**src/rtl/iscd_pkg.sv**
```systemverilog
// Shared types and constants for the impedance sweep change detector.
// Holds the sequencer control-word format and the microcode program.
// Depends on nothing; imported by the top level and its checker.
package iscd_pkg;

   localparam int SQ_W    = 32;   // re^2 + im^2
   localparam int RAD_W   = 40;   // radicand, squares shifted to Q.8
   localparam int ROOT_W  = 20;   // magnitude in Q16.4
   localparam int SREM_W  = 24;   // square root partial remainder
   localparam int NUM_W   = 40;   // divider dividend / quotient
   localparam int DEN_W   = 20;   // divider divisor
   localparam int SUM_W   = 40;
   localparam int AVG_W   = 28;
   localparam int THR_W   = 10;
   localparam int SCALE_W = 32;
   localparam int PROD_W  = AVG_W + THR_W;
   localparam int OHMS_W  = SCALE_W + 4;
   localparam int CSR_W   = 32;
   localparam int IDX_W   = 3;
   localparam int PC_W    = 5;
   localparam int ITER_W  = 6;

   localparam logic [ITER_W-1:0] SQRT_STEPS = ITER_W'(ROOT_W);
   localparam logic [ITER_W-1:0] OHMS_STEPS = ITER_W'(OHMS_W);
   localparam logic [ITER_W-1:0] AVG_STEPS  = ITER_W'(NUM_W);

   // configuration register indexes
   localparam logic [IDX_W-1:0] CSR_DETECT_MODE      = 3'd0;
   localparam logic [IDX_W-1:0] CSR_IMPEDANCE_SCALE  = 3'd1;
   localparam logic [IDX_W-1:0] CSR_THRESHOLD_STRONG = 3'd2;
   localparam logic [IDX_W-1:0] CSR_THRESHOLD_MIDDLE = 3'd3;
   localparam logic [IDX_W-1:0] CSR_THRESHOLD_WEAK   = 3'd4;

   // change levels
   localparam logic [1:0] LVL_NONE   = 2'd0;
   localparam logic [1:0] LVL_WEAK   = 2'd1;
   localparam logic [1:0] LVL_MIDDLE = 2'd2;
   localparam logic [1:0] LVL_STRONG = 2'd3;

   typedef enum logic [3:0] {
      OP_NOP,
      OP_WAIT,
      OP_SQ_RE,
      OP_SQ_IM,
      OP_SQRT_INIT,
      OP_SQRT_STEP,
      OP_DIV_OHMS_INIT,
      OP_DIV_STEP,
      OP_ACCUM,
      OP_DIV_AVG_INIT,
      OP_AVG_SAT,
      OP_CAPTURE,
      OP_PROD,
      OP_CMP,
      OP_EMIT
   } op_type;

   typedef enum logic [3:0] {
      COND_NONE,
      COND_ALWAYS,
      COND_NO_REQ,
      COND_ITER_MORE,
      COND_MAG_ZERO,
      COND_NOT_DONE,
      COND_BASE_VALID,
      COND_CROSSED,
      COND_RSP_BLOCKED
   } cond_type;

   typedef struct packed {
      op_type           op;
      cond_type         cond;
      logic [1:0]       sel;     // threshold / level select
      logic [PC_W-1:0]  target;  // jump target when cond holds
   } ctrl_word_type;

   // program step addresses
   localparam logic [PC_W-1:0] STEP_WAIT      = 5'd0;
   localparam logic [PC_W-1:0] STEP_SQ_RE     = 5'd1;
   localparam logic [PC_W-1:0] STEP_SQ_IM     = 5'd2;
   localparam logic [PC_W-1:0] STEP_SQRT_INIT = 5'd3;
   localparam logic [PC_W-1:0] STEP_SQRT_LOOP = 5'd4;
   localparam logic [PC_W-1:0] STEP_OHMS_INIT = 5'd5;
   localparam logic [PC_W-1:0] STEP_OHMS_LOOP = 5'd6;
   localparam logic [PC_W-1:0] STEP_ACCUM     = 5'd7;
   localparam logic [PC_W-1:0] STEP_AVG_INIT  = 5'd8;
   localparam logic [PC_W-1:0] STEP_AVG_LOOP  = 5'd9;
   localparam logic [PC_W-1:0] STEP_AVG_SAT   = 5'd10;
   localparam logic [PC_W-1:0] STEP_CAPTURE   = 5'd11;
   localparam logic [PC_W-1:0] STEP_PROD_S    = 5'd12;
   localparam logic [PC_W-1:0] STEP_CMP_S     = 5'd13;
   localparam logic [PC_W-1:0] STEP_PROD_M    = 5'd14;
   localparam logic [PC_W-1:0] STEP_CMP_M     = 5'd15;
   localparam logic [PC_W-1:0] STEP_PROD_W    = 5'd16;
   localparam logic [PC_W-1:0] STEP_CMP_W     = 5'd17;
   localparam logic [PC_W-1:0] STEP_EMIT      = 5'd18;
   localparam logic [PC_W-1:0] STEP_RETURN    = 5'd19;

   // microcode ROM: execute op, then jump to target if cond holds, else advance
   function automatic ctrl_word_type iscd_microcode(input logic [PC_W-1:0] pc);
      ctrl_word_type w;
      unique case (pc)
         STEP_WAIT:      w = '{OP_WAIT,         COND_NO_REQ,      LVL_NONE,   STEP_WAIT};
         STEP_SQ_RE:     w = '{OP_SQ_RE,        COND_NONE,        LVL_NONE,   STEP_WAIT};
         STEP_SQ_IM:     w = '{OP_SQ_IM,        COND_NONE,        LVL_NONE,   STEP_WAIT};
         STEP_SQRT_INIT: w = '{OP_SQRT_INIT,    COND_NONE,        LVL_NONE,   STEP_WAIT};
         STEP_SQRT_LOOP: w = '{OP_SQRT_STEP,    COND_ITER_MORE,   LVL_NONE,   STEP_SQRT_LOOP};
         STEP_OHMS_INIT: w = '{OP_DIV_OHMS_INIT, COND_MAG_ZERO,   LVL_NONE,   STEP_ACCUM};
         STEP_OHMS_LOOP: w = '{OP_DIV_STEP,     COND_ITER_MORE,   LVL_NONE,   STEP_OHMS_LOOP};
         STEP_ACCUM:     w = '{OP_ACCUM,        COND_NOT_DONE,    LVL_NONE,   STEP_WAIT};
         STEP_AVG_INIT:  w = '{OP_DIV_AVG_INIT, COND_NONE,        LVL_NONE,   STEP_WAIT};
         STEP_AVG_LOOP:  w = '{OP_DIV_STEP,     COND_ITER_MORE,   LVL_NONE,   STEP_AVG_LOOP};
         STEP_AVG_SAT:   w = '{OP_AVG_SAT,      COND_BASE_VALID,  LVL_NONE,   STEP_PROD_S};
         STEP_CAPTURE:   w = '{OP_CAPTURE,      COND_ALWAYS,      LVL_NONE,   STEP_EMIT};
         STEP_PROD_S:    w = '{OP_PROD,         COND_NONE,        LVL_STRONG, STEP_WAIT};
         STEP_CMP_S:     w = '{OP_CMP,          COND_CROSSED,     LVL_STRONG, STEP_EMIT};
         STEP_PROD_M:    w = '{OP_PROD,         COND_NONE,        LVL_MIDDLE, STEP_WAIT};
         STEP_CMP_M:     w = '{OP_CMP,          COND_CROSSED,     LVL_MIDDLE, STEP_EMIT};
         STEP_PROD_W:    w = '{OP_PROD,         COND_NONE,        LVL_WEAK,   STEP_WAIT};
         STEP_CMP_W:     w = '{OP_CMP,          COND_NONE,        LVL_WEAK,   STEP_WAIT};
         STEP_EMIT:      w = '{OP_EMIT,         COND_RSP_BLOCKED, LVL_NONE,   STEP_EMIT};
         STEP_RETURN:    w = '{OP_NOP,          COND_ALWAYS,      LVL_NONE,   STEP_WAIT};
         default:        w = '{OP_NOP,          COND_ALWAYS,      LVL_NONE,   STEP_WAIT};
      endcase
      return w;
   endfunction

endpackage

```
**src/rtl/impedance_sweep_change_detector_unit.sv**
```systemverilog
// Sequence: a point is accepted, then runs its magnitude, divide and accumulate steps
//   before the next request is taken; a zero magnitude skips the divide.
// A sweep-ending point adds a 40-step average divide and up to six compare steps:
//   its response is registered at the emit step, which waits while the last one is held.
// One point is in work at a time: req_ready stays low until the program is back at wait.
// Reset (synchronous, active high) clears the sequencer, sums, baseline and registers.
//
// Depends on iscd_pkg (microcode ROM, control-word types, constants).
module impedance_sweep_change_detector_unit
   import iscd_pkg::*;
#(
   parameter int MAX_POINTS = 512
) (
   input  logic                     clock,
   input  logic                     reset,

   input  logic                     req_valid,
   output logic                     req_ready,
   input  logic signed [15:0]       req_real_part,
   input  logic signed [15:0]       req_imag_part,
   input  logic                     req_sweep_done,

   output logic                     rsp_valid,
   input  logic                     rsp_ready,
   output logic [AVG_W-1:0]         rsp_average_ohms,
   output logic [1:0]               rsp_change_level,
   output logic [2:0]               rsp_level_flags,
   output logic                     rsp_baseline_captured,

   input  logic                     csr_wr_en,
   input  logic [IDX_W-1:0]         csr_index,
   input  logic [CSR_W-1:0]         csr_data
);

   localparam int CNT_W = $clog2(MAX_POINTS + 1);

   // ---------------------------------------------------------------
   // Configuration registers
   // ---------------------------------------------------------------
   logic               detect_mode_ff;
   logic [SCALE_W-1:0] scale_ff;
   logic [THR_W-1:0]   thr_strong_ff;
   logic [THR_W-1:0]   thr_middle_ff;
   logic [THR_W-1:0]   thr_weak_ff;

   always_ff @(posedge clock) begin
      if (reset) begin
         detect_mode_ff <= 1'b1;
         scale_ff       <= 32'd208671300;
         thr_strong_ff  <= 10'd128;
         thr_middle_ff  <= 10'd166;
         thr_weak_ff    <= 10'd205;
      end else if (csr_wr_en) begin
         unique case (csr_index)
            CSR_DETECT_MODE:      detect_mode_ff <= csr_data[0];
            CSR_IMPEDANCE_SCALE:  scale_ff       <= csr_data[SCALE_W-1:0];
            CSR_THRESHOLD_STRONG: thr_strong_ff  <= csr_data[THR_W-1:0];
            CSR_THRESHOLD_MIDDLE: thr_middle_ff  <= csr_data[THR_W-1:0];
            CSR_THRESHOLD_WEAK:   thr_weak_ff    <= csr_data[THR_W-1:0];
            default: ;  // unused indexes: drop the write
         endcase
      end
   end

   // ---------------------------------------------------------------
   // Sequencer and datapath registers
   // ---------------------------------------------------------------
   logic [PC_W-1:0]     pc_ff, pc_in;
   logic [ITER_W-1:0]   iter_ff, iter_in;

   logic signed [15:0]  re_ff, re_in;
   logic signed [15:0]  im_ff, im_in;
   logic                done_ff, done_in;

   logic [SQ_W-1:0]     sq_ff, sq_in;
   logic [RAD_W-1:0]    rad_ff, rad_in;
   logic [SREM_W-1:0]   srem_ff, srem_in;
   logic [ROOT_W-1:0]   root_ff, root_in;

   logic [NUM_W-1:0]    num_ff, num_in;
   logic [DEN_W-1:0]    den_ff, den_in;
   logic [DEN_W-1:0]    drem_ff, drem_in;

   logic [SUM_W-1:0]    sum_ff, sum_in;
   logic [CNT_W-1:0]    count_ff, count_in;
   logic [AVG_W-1:0]    avg_ff, avg_in;
   logic [PROD_W-1:0]   prod_ff, prod_in;
   logic [1:0]          level_ff, level_in;
   logic                captured_ff, captured_in;
   logic [AVG_W-1:0]    baseline_ff, baseline_in;
   logic                base_valid_ff, base_valid_in;
   logic [2:0]          sticky_ff, sticky_in;

   logic                rsp_valid_ff, rsp_valid_in;
   logic [AVG_W-1:0]    rsp_avg_ff, rsp_avg_in;
   logic [1:0]          rsp_level_ff, rsp_level_in;
   logic [2:0]          rsp_flags_ff, rsp_flags_in;
   logic                rsp_capt_ff, rsp_capt_in;

   // ---------------------------------------------------------------
   // Control word and datapath helpers
   // ---------------------------------------------------------------
   ctrl_word_type       ctrl;
   logic                req_fire;
   logic                rsp_free;
   logic                cond_hit;

   logic signed [31:0]  re_sq;
   logic signed [31:0]  im_sq;
   logic [SREM_W-1:0]   srem_shift;
   logic [SREM_W-1:0]   srem_trial;
   logic                sqrt_ge;
   logic [DEN_W:0]      drem_shift;
   logic                div_ge;
   logic [THR_W-1:0]    thr_sel;
   logic [PROD_W-1:0]   avg_scaled;
   logic                crossed;
   logic [OHMS_W-1:0]   ohms;
   logic [SUM_W:0]      sum_add;
   logic [2:0]          level_mask;

   assign ctrl     = iscd_microcode(pc_ff);
   assign req_ready = (ctrl.op == OP_WAIT);
   assign req_fire = req_valid && req_ready;
   assign rsp_free = !rsp_valid_ff || rsp_ready;

   assign re_sq = re_ff * re_ff;
   assign im_sq = im_ff * im_ff;

   // Square root: two radicand bits per step, restoring
   assign srem_shift = {srem_ff[SREM_W-3:0], rad_ff[RAD_W-1 -: 2]};
   assign srem_trial = {{(SREM_W-ROOT_W-2){1'b0}}, root_ff, 2'b01};
   assign sqrt_ge    = (srem_shift >= srem_trial);

   // Divider: one quotient bit per step, quotient shifts into num_ff
   assign drem_shift = {drem_ff, num_ff[NUM_W-1]};
   assign div_ge     = (drem_shift >= {1'b0, den_ff});

   always_comb begin
      case (ctrl.sel)
         LVL_STRONG: thr_sel = thr_strong_ff;
         LVL_MIDDLE: thr_sel = thr_middle_ff;
         default:    thr_sel = thr_weak_ff;
      endcase
   end

   // Compare mean*256 with baseline*ratio; mode 1 flags a drop, mode 0 a rise
   assign avg_scaled = {2'b00, avg_ff, 8'b0};
   assign crossed    = detect_mode_ff ? (avg_scaled <= prod_ff) : (avg_scaled >= prod_ff);

   // Point impedance; a zero magnitude gives zero ohms
   assign ohms    = (root_ff == '0) ? '0 : num_ff[OHMS_W-1:0];
   assign sum_add = {1'b0, sum_ff} + (SUM_W + 1)'(ohms);

   always_comb begin
      case (level_ff)
         LVL_WEAK:   level_mask = 3'b001;
         LVL_MIDDLE: level_mask = 3'b010;
         LVL_STRONG: level_mask = 3'b100;
         default:    level_mask = 3'b000;
      endcase
   end

   always_comb begin
      unique case (ctrl.cond)
         COND_NONE:        cond_hit = 1'b0;
         COND_ALWAYS:      cond_hit = 1'b1;
         COND_NO_REQ:      cond_hit = !req_valid;
         COND_ITER_MORE:   cond_hit = (iter_ff != ITER_W'(1));
         COND_MAG_ZERO:    cond_hit = (root_ff == '0);
         COND_NOT_DONE:    cond_hit = !done_ff;
         COND_BASE_VALID:  cond_hit = base_valid_ff;
         COND_CROSSED:     cond_hit = crossed;
         COND_RSP_BLOCKED: cond_hit = !rsp_free;
         default:          cond_hit = 1'b0;
      endcase
   end

   // ---------------------------------------------------------------
   // Next-state logic: one op per control word
   // ---------------------------------------------------------------
   always_comb begin
      pc_in         = cond_hit ? ctrl.target : pc_ff + PC_W'(1);
      iter_in       = iter_ff;
      re_in         = re_ff;
      im_in         = im_ff;
      done_in       = done_ff;
      sq_in         = sq_ff;
      rad_in        = rad_ff;
      srem_in       = srem_ff;
      root_in       = root_ff;
      num_in        = num_ff;
      den_in        = den_ff;
      drem_in       = drem_ff;
      sum_in        = sum_ff;
      count_in      = count_ff;
      avg_in        = avg_ff;
      prod_in       = prod_ff;
      level_in      = level_ff;
      captured_in   = captured_ff;
      baseline_in   = baseline_ff;
      base_valid_in = base_valid_ff;
      sticky_in     = sticky_ff;
      rsp_avg_in    = rsp_avg_ff;
      rsp_level_in  = rsp_level_ff;
      rsp_flags_in  = rsp_flags_ff;
      rsp_capt_in   = rsp_capt_ff;
      // drop the response once the consumer takes it
      rsp_valid_in  = rsp_valid_ff && !rsp_ready;

      unique case (ctrl.op)
         OP_WAIT: begin
            if (req_fire) begin
               re_in   = req_real_part;
               im_in   = req_imag_part;
               done_in = req_sweep_done;
            end
         end
         OP_SQ_RE: sq_in = SQ_W'($unsigned(re_sq));
         OP_SQ_IM: sq_in = sq_ff + SQ_W'($unsigned(im_sq));
         OP_SQRT_INIT: begin
            rad_in  = {sq_ff, 8'b0};
            srem_in = '0;
            root_in = '0;
            iter_in = SQRT_STEPS;
         end
         OP_SQRT_STEP: begin
            rad_in  = {rad_ff[RAD_W-3:0], 2'b00};
            iter_in = iter_ff - ITER_W'(1);
            if (sqrt_ge) begin
               srem_in = srem_shift - srem_trial;
               root_in = {root_ff[ROOT_W-2:0], 1'b1};
            end else begin
               srem_in = srem_shift;
               root_in = {root_ff[ROOT_W-2:0], 1'b0};
            end
         end
         OP_DIV_OHMS_INIT: begin
            // left-align the 36-bit dividend scale*16
            num_in  = {scale_ff, 8'b0};
            den_in  = root_ff;
            drem_in = '0;
            iter_in = OHMS_STEPS;
         end
         OP_DIV_AVG_INIT: begin
            num_in  = sum_ff;
            den_in  = DEN_W'(count_ff);
            drem_in = '0;
            iter_in = AVG_STEPS;
         end
         OP_DIV_STEP: begin
            iter_in = iter_ff - ITER_W'(1);
            if (div_ge) begin
               drem_in = DEN_W'(drem_shift - {1'b0, den_ff});
               num_in  = {num_ff[NUM_W-2:0], 1'b1};
            end else begin
               drem_in = drem_shift[DEN_W-1:0];
               num_in  = {num_ff[NUM_W-2:0], 1'b0};
            end
         end
         OP_ACCUM: begin
            // past the point limit, hold sum and count
            if (count_ff < CNT_W'(MAX_POINTS)) begin
               sum_in   = sum_add[SUM_W] ? '1 : sum_add[SUM_W-1:0];
               count_in = count_ff + CNT_W'(1);
            end
         end
         OP_AVG_SAT: begin
            avg_in      = (|num_ff[NUM_W-1:AVG_W]) ? '1 : num_ff[AVG_W-1:0];
            level_in    = LVL_NONE;
            captured_in = 1'b0;
         end
         OP_CAPTURE: begin
            baseline_in   = avg_ff;
            base_valid_in = 1'b1;
            captured_in   = 1'b1;
         end
         OP_PROD: prod_in = baseline_ff * thr_sel;
         OP_CMP: begin
            if (crossed) begin
               level_in = ctrl.sel;
            end
         end
         OP_EMIT: begin
            if (rsp_free) begin
               rsp_valid_in = 1'b1;
               rsp_avg_in   = avg_ff;
               rsp_level_in = level_ff;
               rsp_flags_in = sticky_ff | level_mask;
               rsp_capt_in  = captured_ff;
               sticky_in    = sticky_ff | level_mask;
               sum_in       = '0;
               count_in     = '0;
            end
         end
         OP_NOP: ;
         default: ;
      endcase
   end

   // ---------------------------------------------------------------
   // Registers
   // ---------------------------------------------------------------
   always_ff @(posedge clock) begin
      if (reset) begin
         pc_ff         <= STEP_WAIT;
         sum_ff        <= '0;
         count_ff      <= '0;
         baseline_ff   <= '0;
         base_valid_ff <= 1'b0;
         sticky_ff     <= '0;
         rsp_valid_ff  <= 1'b0;
      end else begin
         pc_ff         <= pc_in;
         sum_ff        <= sum_in;
         count_ff      <= count_in;
         baseline_ff   <= baseline_in;
         base_valid_ff <= base_valid_in;
         sticky_ff     <= sticky_in;
         rsp_valid_ff  <= rsp_valid_in;
      end
   end

   // payload and working registers: no reset needed
   always_ff @(posedge clock) begin
      iter_ff     <= iter_in;
      re_ff       <= re_in;
      im_ff       <= im_in;
      done_ff     <= done_in;
      sq_ff       <= sq_in;
      rad_ff      <= rad_in;
      srem_ff     <= srem_in;
      root_ff     <= root_in;
      num_ff      <= num_in;
      den_ff      <= den_in;
      drem_ff     <= drem_in;
      avg_ff      <= avg_in;
      prod_ff     <= prod_in;
      level_ff    <= level_in;
      captured_ff <= captured_in;
      rsp_avg_ff  <= rsp_avg_in;
      rsp_level_ff <= rsp_level_in;
      rsp_flags_ff <= rsp_flags_in;
      rsp_capt_ff <= rsp_capt_in;
   end

   assign rsp_valid             = rsp_valid_ff;
   assign rsp_average_ohms      = rsp_avg_ff;
   assign rsp_change_level      = rsp_level_ff;
   assign rsp_level_flags       = rsp_flags_ff;
   assign rsp_baseline_captured = rsp_capt_ff;

endmodule

```
**config.mk**
```make
export PLATFORM = sky130hd
export DESIGN_NAME = impedance_sweep_change_detector_unit
export DESIGN_NICKNAME = d
export VERILOG_FILES = /design/src/rtl/iscd_pkg.sv /design/src/rtl/impedance_sweep_change_detector_unit.sv
export SDC_FILE = /design/constraint.sdc
export NUM_CORES = 2
export LEC_CHECK = 0
export ABC_AREA = 1
export BUFFER_PORTS_ARGS = -buffer_cell sky130_fd_sc_hd__buf_2
export CORE_MARGIN = 2
export CORE_UTILIZATION = 40
export CTS_BUF_LIST = sky130_fd_sc_hd__clkbuf_16
export DETAILED_ROUTE_END_ITERATION = 8
export HOLD_SLACK_MARGIN = 0.06
export SYNTH_ARGS = -nofsm -noshare
export SYNTH_HDL_FRONTEND = slang
export SYNTH_SLANG_ARGS = --single-unit
export TNS_END_PERCENT = 10
```
**constraint.sdc**
```tcl
create_clock -name clock -period 7.1 [get_ports clock]
set_input_delay 1.065 -clock clock [delete_from_list [all_inputs] [get_ports clock]]
set_output_delay 1.065 -clock clock [all_outputs]
set_load 0.05 [all_outputs]
```
After elaboration in Yosys (flattened, before gate mapping) --
Memories as Yosys holds them, arrays and structs flattened. A register that Yosys moved wholly into a read port is not among the register bits. Cells that the tools add are included.
Cells by class: equal/unequal tests 35, magnitude comparators 5, bitwise operators 1, multiplexer cells 31, $mul 3, add/subtract/negate cells 7, reduce and logical (&&, ||, !) cells 31
Operator list (count):
- 40-bit case mux with 2 select lines | 2
- 40-bit two-way mux | 3
- 20-bit case mux with 2 select lines | 3
- 40-bit case mux with 3 select lines | 1
- 16-bit by 16-bit multiplier with 32-bit output | 2
- 32-bit case mux with 2 select lines | 1
- 22-bit case mux with 2 select lines | 1
- 40-bit by 36-bit adder with 41-bit output | 1
- 10-bit case mux with 2 select lines | 2
- 36-bit by 38-bit greater-or-equal comparator with 1-bit output | 1
- 36-bit by 38-bit <= comparator with 1-bit output | 1
- 28-bit by 10-bit multiplier with 38-bit output | 1
- 36-bit two-way mux | 1
- 32-bit adder | 1
- 4-bit by 3-bit equality test with 1-bit output (second input constant) | 8
- 4-bit equality test (second input constant) | 8
- 24-bit by 22-bit greater-or-equal comparator with 1-bit output | 1
- 6-bit case mux with 4 select lines | 1
- 22-bit two-way mux | 1
- 22-bit subtractor | 1
- 21-bit by 20-bit greater-or-equal comparator with 1-bit output | 1
- 20-bit logical NOT | 1
- 10-bit two-way mux | 2
- 20-bit two-way mux | 1
- other kinds (33) | 67
Word-level totals: register bits 487, bits in read-only memories 480, memories kept 1, bits of input ports 73
Memories:
- (no name shown) | words 32, width 15, rd ports 1, clocked after Yosys merged registers in 1, write ports 0, line iscd_pkg.sv:102 | unique case (pc)

Longest topological paths before layout --
depth in word-level cells 6, depth in mapped cells 31, depth with buffers taken out 30

Worst setup path before layout --
Ideal clock, no wire load.
path type register -> register, start point register im_ff[1], end point register sq_ff[30], data pin, slack 900 ps, path buffers 2, cell stages (with the launch flop) 22, required time 6842 ps, data arrival time 5942 ps, cells stage by stage edfxtp_1 -> clkbuf_1 -> clkbuf_1 -> nand2_1 -> inv_1 -> fa_1 -> fa_1 -> inv_1 -> fa_1 -> inv_1 -> fa_1 -> inv_1 -> fa_1 -> fa_1 -> inv_1 -> ha_1 -> nand2_1 -> or4_1 -> o41ai_1 -> a21oi_1 -> o21ai_0 -> nand2_1
On the way: cells in the longest elaborated chain, start to end 3
RTL lines:
- start, declared | line impedance_sweep_change_detector_unit.sv:72 | logic signed [15:0] im_ff, im_in;
- start signal, assigned | line impedance_sweep_change_detector_unit.sv:328 | im_ff <= im_in;
- 16-bit by 16-bit multiplier with 32-bit output | line impedance_sweep_change_detector_unit.sv:128 | assign im_sq = im_ff * im_ff;
- 32-bit adder | line impedance_sweep_change_detector_unit.sv:220 | OP_SQ_IM: sq_in = sq_ff + SQ_W'($unsigned(im_sq));
- 32-bit case mux with 2 select lines | line impedance_sweep_change_detector_unit.sv:211 | unique case (ctrl.op)
- net sq_in[30] | line impedance_sweep_change_detector_unit.sv:75 | logic [SQ_W-1:0] sq_ff, sq_in;
- end signal, assigned | line impedance_sweep_change_detector_unit.sv:330 | sq_ff <= sq_in;
- end, declared | line impedance_sweep_change_detector_unit.sv:75
The timed path passes the listed nets, and every way through them passes these cells. A chain may end at the register's enable or synchronous reset.

Worst setup path after layout --
start point register re_ff[4], end point register sq_ff[31], data pin
On the way: cells in the longest elaborated chain, start to end 2
RTL lines:
- start, declared | line impedance_sweep_change_detector_unit.sv:71 | logic signed [15:0] re_ff, re_in;
- start signal, assigned | line impedance_sweep_change_detector_unit.sv:327 | re_ff <= re_in;
- 16-bit by 16-bit multiplier with 32-bit output | line impedance_sweep_change_detector_unit.sv:127 | assign re_sq = re_ff * re_ff;
- 32-bit case mux with 2 select lines | line impedance_sweep_change_detector_unit.sv:211
- net sq_in[31] | line impedance_sweep_change_detector_unit.sv:75
The timed path passes the listed nets, and every way through them passes these cells.

==> summary.md <==
| Metric | Value |
|---|---|
| Status | `finished clean` |
| Fin. Hold Viols | `0` |
| Die Span Y | `364 µm` |
| CTS tree | `done` |
| Ratio of final minimum period to clock period | `0.947` |
| Clk sinks | `slightly below 500` |
| Area of the mapped netlist | `just over 50,000 µm²` |
| Layout cell share with drive strength beyond 1 | `0.0599` |
| Final Slew Violations | `0` |
| Synthesized instance count | `a little over 6,000` |
| Leading area contributor after synthesis | `fa_1` |
| Share of the synthesized area in the top cell type | `0.277` |
| R2R depth | `22` |
| Synth top area cells | `fa_1 (28%), edfxtp_1 (19%), inv_1 (9.7%)` |
| Synth-to-Final Area Change | `8.67%` |
| Slew HR | `0.214` |
| Final min period | `6.73 ns` |
| Most frequent cells in the layout | `inv_1 (1,358), nand2_1 (1,118), fa_1 (718)` |
| Largest net degree at the start of global routing | `85` |
| Routed len/inst | `about 16 µm` |
| CTS resizes | `0` |
| Hold EP | `rsp_baseline_captured` |
| Number of global-route vias before repair | `between 40,000 and 50,000` |
| Initial antenna violation count | `0` |
| Syn Area/Cell | `about 8.6 µm²` |
| Reg-to-Reg End | `sq_ff[31]` |
| Fraction of registers with async set/reset | `0` |
| Startpoint types | `flip-flop` |
| Synth cell types | `68` |
| Worst Hold Class | `reg2reg` |
| Layout Nets | `7,258` |
| Max Freq | `roughly 0.15 GHz` |
| Placer congestion estimate | `between 0.9 and 1` |
| Post-synth EDFFs | `around 330` |
| Final HPWL DP | `about 100 mm` |
| Seq/Total Area, Yosys | `0.254` |
| Die footprint | `roughly 130,000 µm²` |
| H-tree depth | `2` |
| RSZ-0062 raised after global routing | `no` |
| Worst-path fanout max | `17` |
| Crit path cell chain | `nand2_1 > fa_1 > inv_1 > fa_1 > inv_1 > fa_1 > inv_1 > fa_1 > inv_1 > fa_1 > inv_1 > fa_1 > ha_1 > a21oi_1 > o21ai_0 > a21oi_1 > nand3_1 > a21o_1 > a21oi_1 > o21ai_0 > o21ai_0 > nand2_1` |
| Post-synth top flop | `edfxtp_1` |
| # port buffers | `between 100 and 150` |
| Core area | `129,000 µm²` |
| Crit path kind | `reg2reg` |
| Top cell by count, worst path | `fa_1` |
| CP max stage delay | `slightly below 0.8 ns` |
| Via/cell ratio | `between 4 and 5` |
| Routed via count | `38,900` |
| Iteration-0 DRC Markers | `about 2,800` |
| Clk slew on worst S/H paths | `roughly 0.070 ns` |
| Pin slew with the least headroom to its limit | `1.18 ns` |
| Flops & latches, synth | `roughly 500` |
| CTS Buf Count | `a little under 60` |
| WHS Path Cells | `0` |
| Final setup TNS | `0 ns` |
| Total Wirelength | `129 mm` |
| R2R Setup Slk | `approximately 0.37 ns` |
| DIE WIDTH | `364 µm` |
| Hold_sp | `captured_ff` |
| DRC violations left | `0` |
| Tot GR Track Use | `0.200` |
| Worst flop-to-flop path startpoint | `re_ff[4]` |
| First-pass GRT wire length | `around 210 mm` |
| Final antenna-violating net count | `0` |
| Critical Path AT | `7.10 ns` |
| Clock skew | `0.0476 ns` |
| CP Data Required Time | `7.48 ns` |
| Row count | `between 100 and 150` |
| Slowest-stage cell, CP | `edfxtp_1` |
| Worst setup EP type | `flip-flop` |
| Initial Utilization | `0.402` |
| Yosys Warn Count | `0` |
| Clock Latency Late Sink | `0.67 ns` |
| Total grt overflow | `0` |
| Detailed Routing Iterations Pass 1 | `5` |
| Syn nets | `roughly 7,000` |
| Max-cap violations | `0` |
| Commonest non-fill, non-tap cell in the layout | `inv_1` |
| Root Buffer | `clkbuf_16` |
| Top Ports | `109` |
| Final setup vio count | `0` |
| Clock Path Buffers | `3` |
| # diodes | `0` |
| Fillers | `approximately 13,000` |
## stage by stage
step | cells | cell area, µm² | utilization | setup WS [ns] | hold slack (ns)
global placement | 7771 | 54500 | 0.422 | 0.605 | 0.414
global route | 7882 | 56400 | 0.437 | 0.00562 | 0.457
detailed placement | 7771 | 54500 | 0.422 | 0.523 | 0.411
floorplan | 6031 | 51900 | - | 0.900 | 0.400
CTS | 7880 | 56400 | 0.437 | 0.466 | 0.426
finish | 7882 | 56400 | 0.437 | 0.374 | 0.425
## critical path: cells and delay by family, from the launching register on
family                     cells  cell delay, ns
adders and majority gates      7            3.51
AOI/OAI and AO/OA              7            1.41
DFF                            1            0.78
and+or+nand+nor                3            0.45
buffers and inverters          5            0.25
## flip-flops by register name, summed over array words and instances (netlist names), 22 cells and up
signal / count
sq_ff: 32
scale_ff: 32
num_ff: 40
prod_ff: 38
rsp_average_ohms: 28
rad_ff: 32
avg_ff: 28
srem_ff: 22
baseline_ff: 28
sum_ff: 40
## cell families after synthesis
| group | count (synthesis) | share of synthesized area |
|---|---|---|
| fa+ha+maj | 1094 | 0.368 |
| simple gates | 1911 | 0.151 |
| flops | 494 | 0.254 |
| compound gates | 841 | 0.0901 |
| buf+inv | 1539 | 0.112 |
| xor+xnor | 152 | 0.0257 |
## per-layer routing
layer | wire, µm | GRT usage
met5 | 0 | 0
met4 | 4390 | 0.0623
met3 | 6120 | 0.0218
met2 | 62200 | 0.339
met1 | 56500 | 0.268
## area by class of cell
cell class	instances	area [µm²]	area share
clock buffer	61	1530	0.0271
clock inverter	48	364	0.00646
inverter	1365	5120	0.0908
multi-input combinational	3998	33000	0.585
sequential	494	13200	0.234
tap	1742	2180	0.0386
timing repair buffer	174	1040	0.0184
## synthesized netlist by cell type, types with 12 or more instances
library cell,number
nor3_1,35
o211ai_1,46
nand4_1,28
inv_1,1345
nor2_1,514
ha_1,376
a21o_1,24
clkbuf_1,148
xor2_1,88
nor4_1,12
xnor2_1,64
nand3_1,122
or2_2,35
a31oi_1,34
buf_1,16
edfxtp_1,328
o21ai_1,13
a21oi_1,355
fa_1,718
o21bai_1,15
o21ai_0,294
dfxtp_1,166
nand2_1,1119
## timing repair
action / 4_1_cts / 5_1_grt
setup endpoints to repair: 0 / 1
hold buffers: 0 / 0
endpoints found under the hold margin: 0 / 0
setup buffers: 0 / 2
## worst max-delay path by stage
stage,to,start,slack [ns],cells after the start
global placement,sq_ff[25],im_ff[10],0.60,24
detailed placement,sq_ff[31],re_ff[15],0.52,23
finish,sq_ff[31],re_ff[4],0.37,22
floorplan,sq_ff[30],im_ff[1],0.90,21
global route,sq_ff[31],re_ff[4],0.006,22
CTS,sq_ff[31],re_ff[4],0.47,22
Power is left out: the tool's default activity adds up to more than one toggle a clock period on the data nets, which glitch-free logic cannot reach.
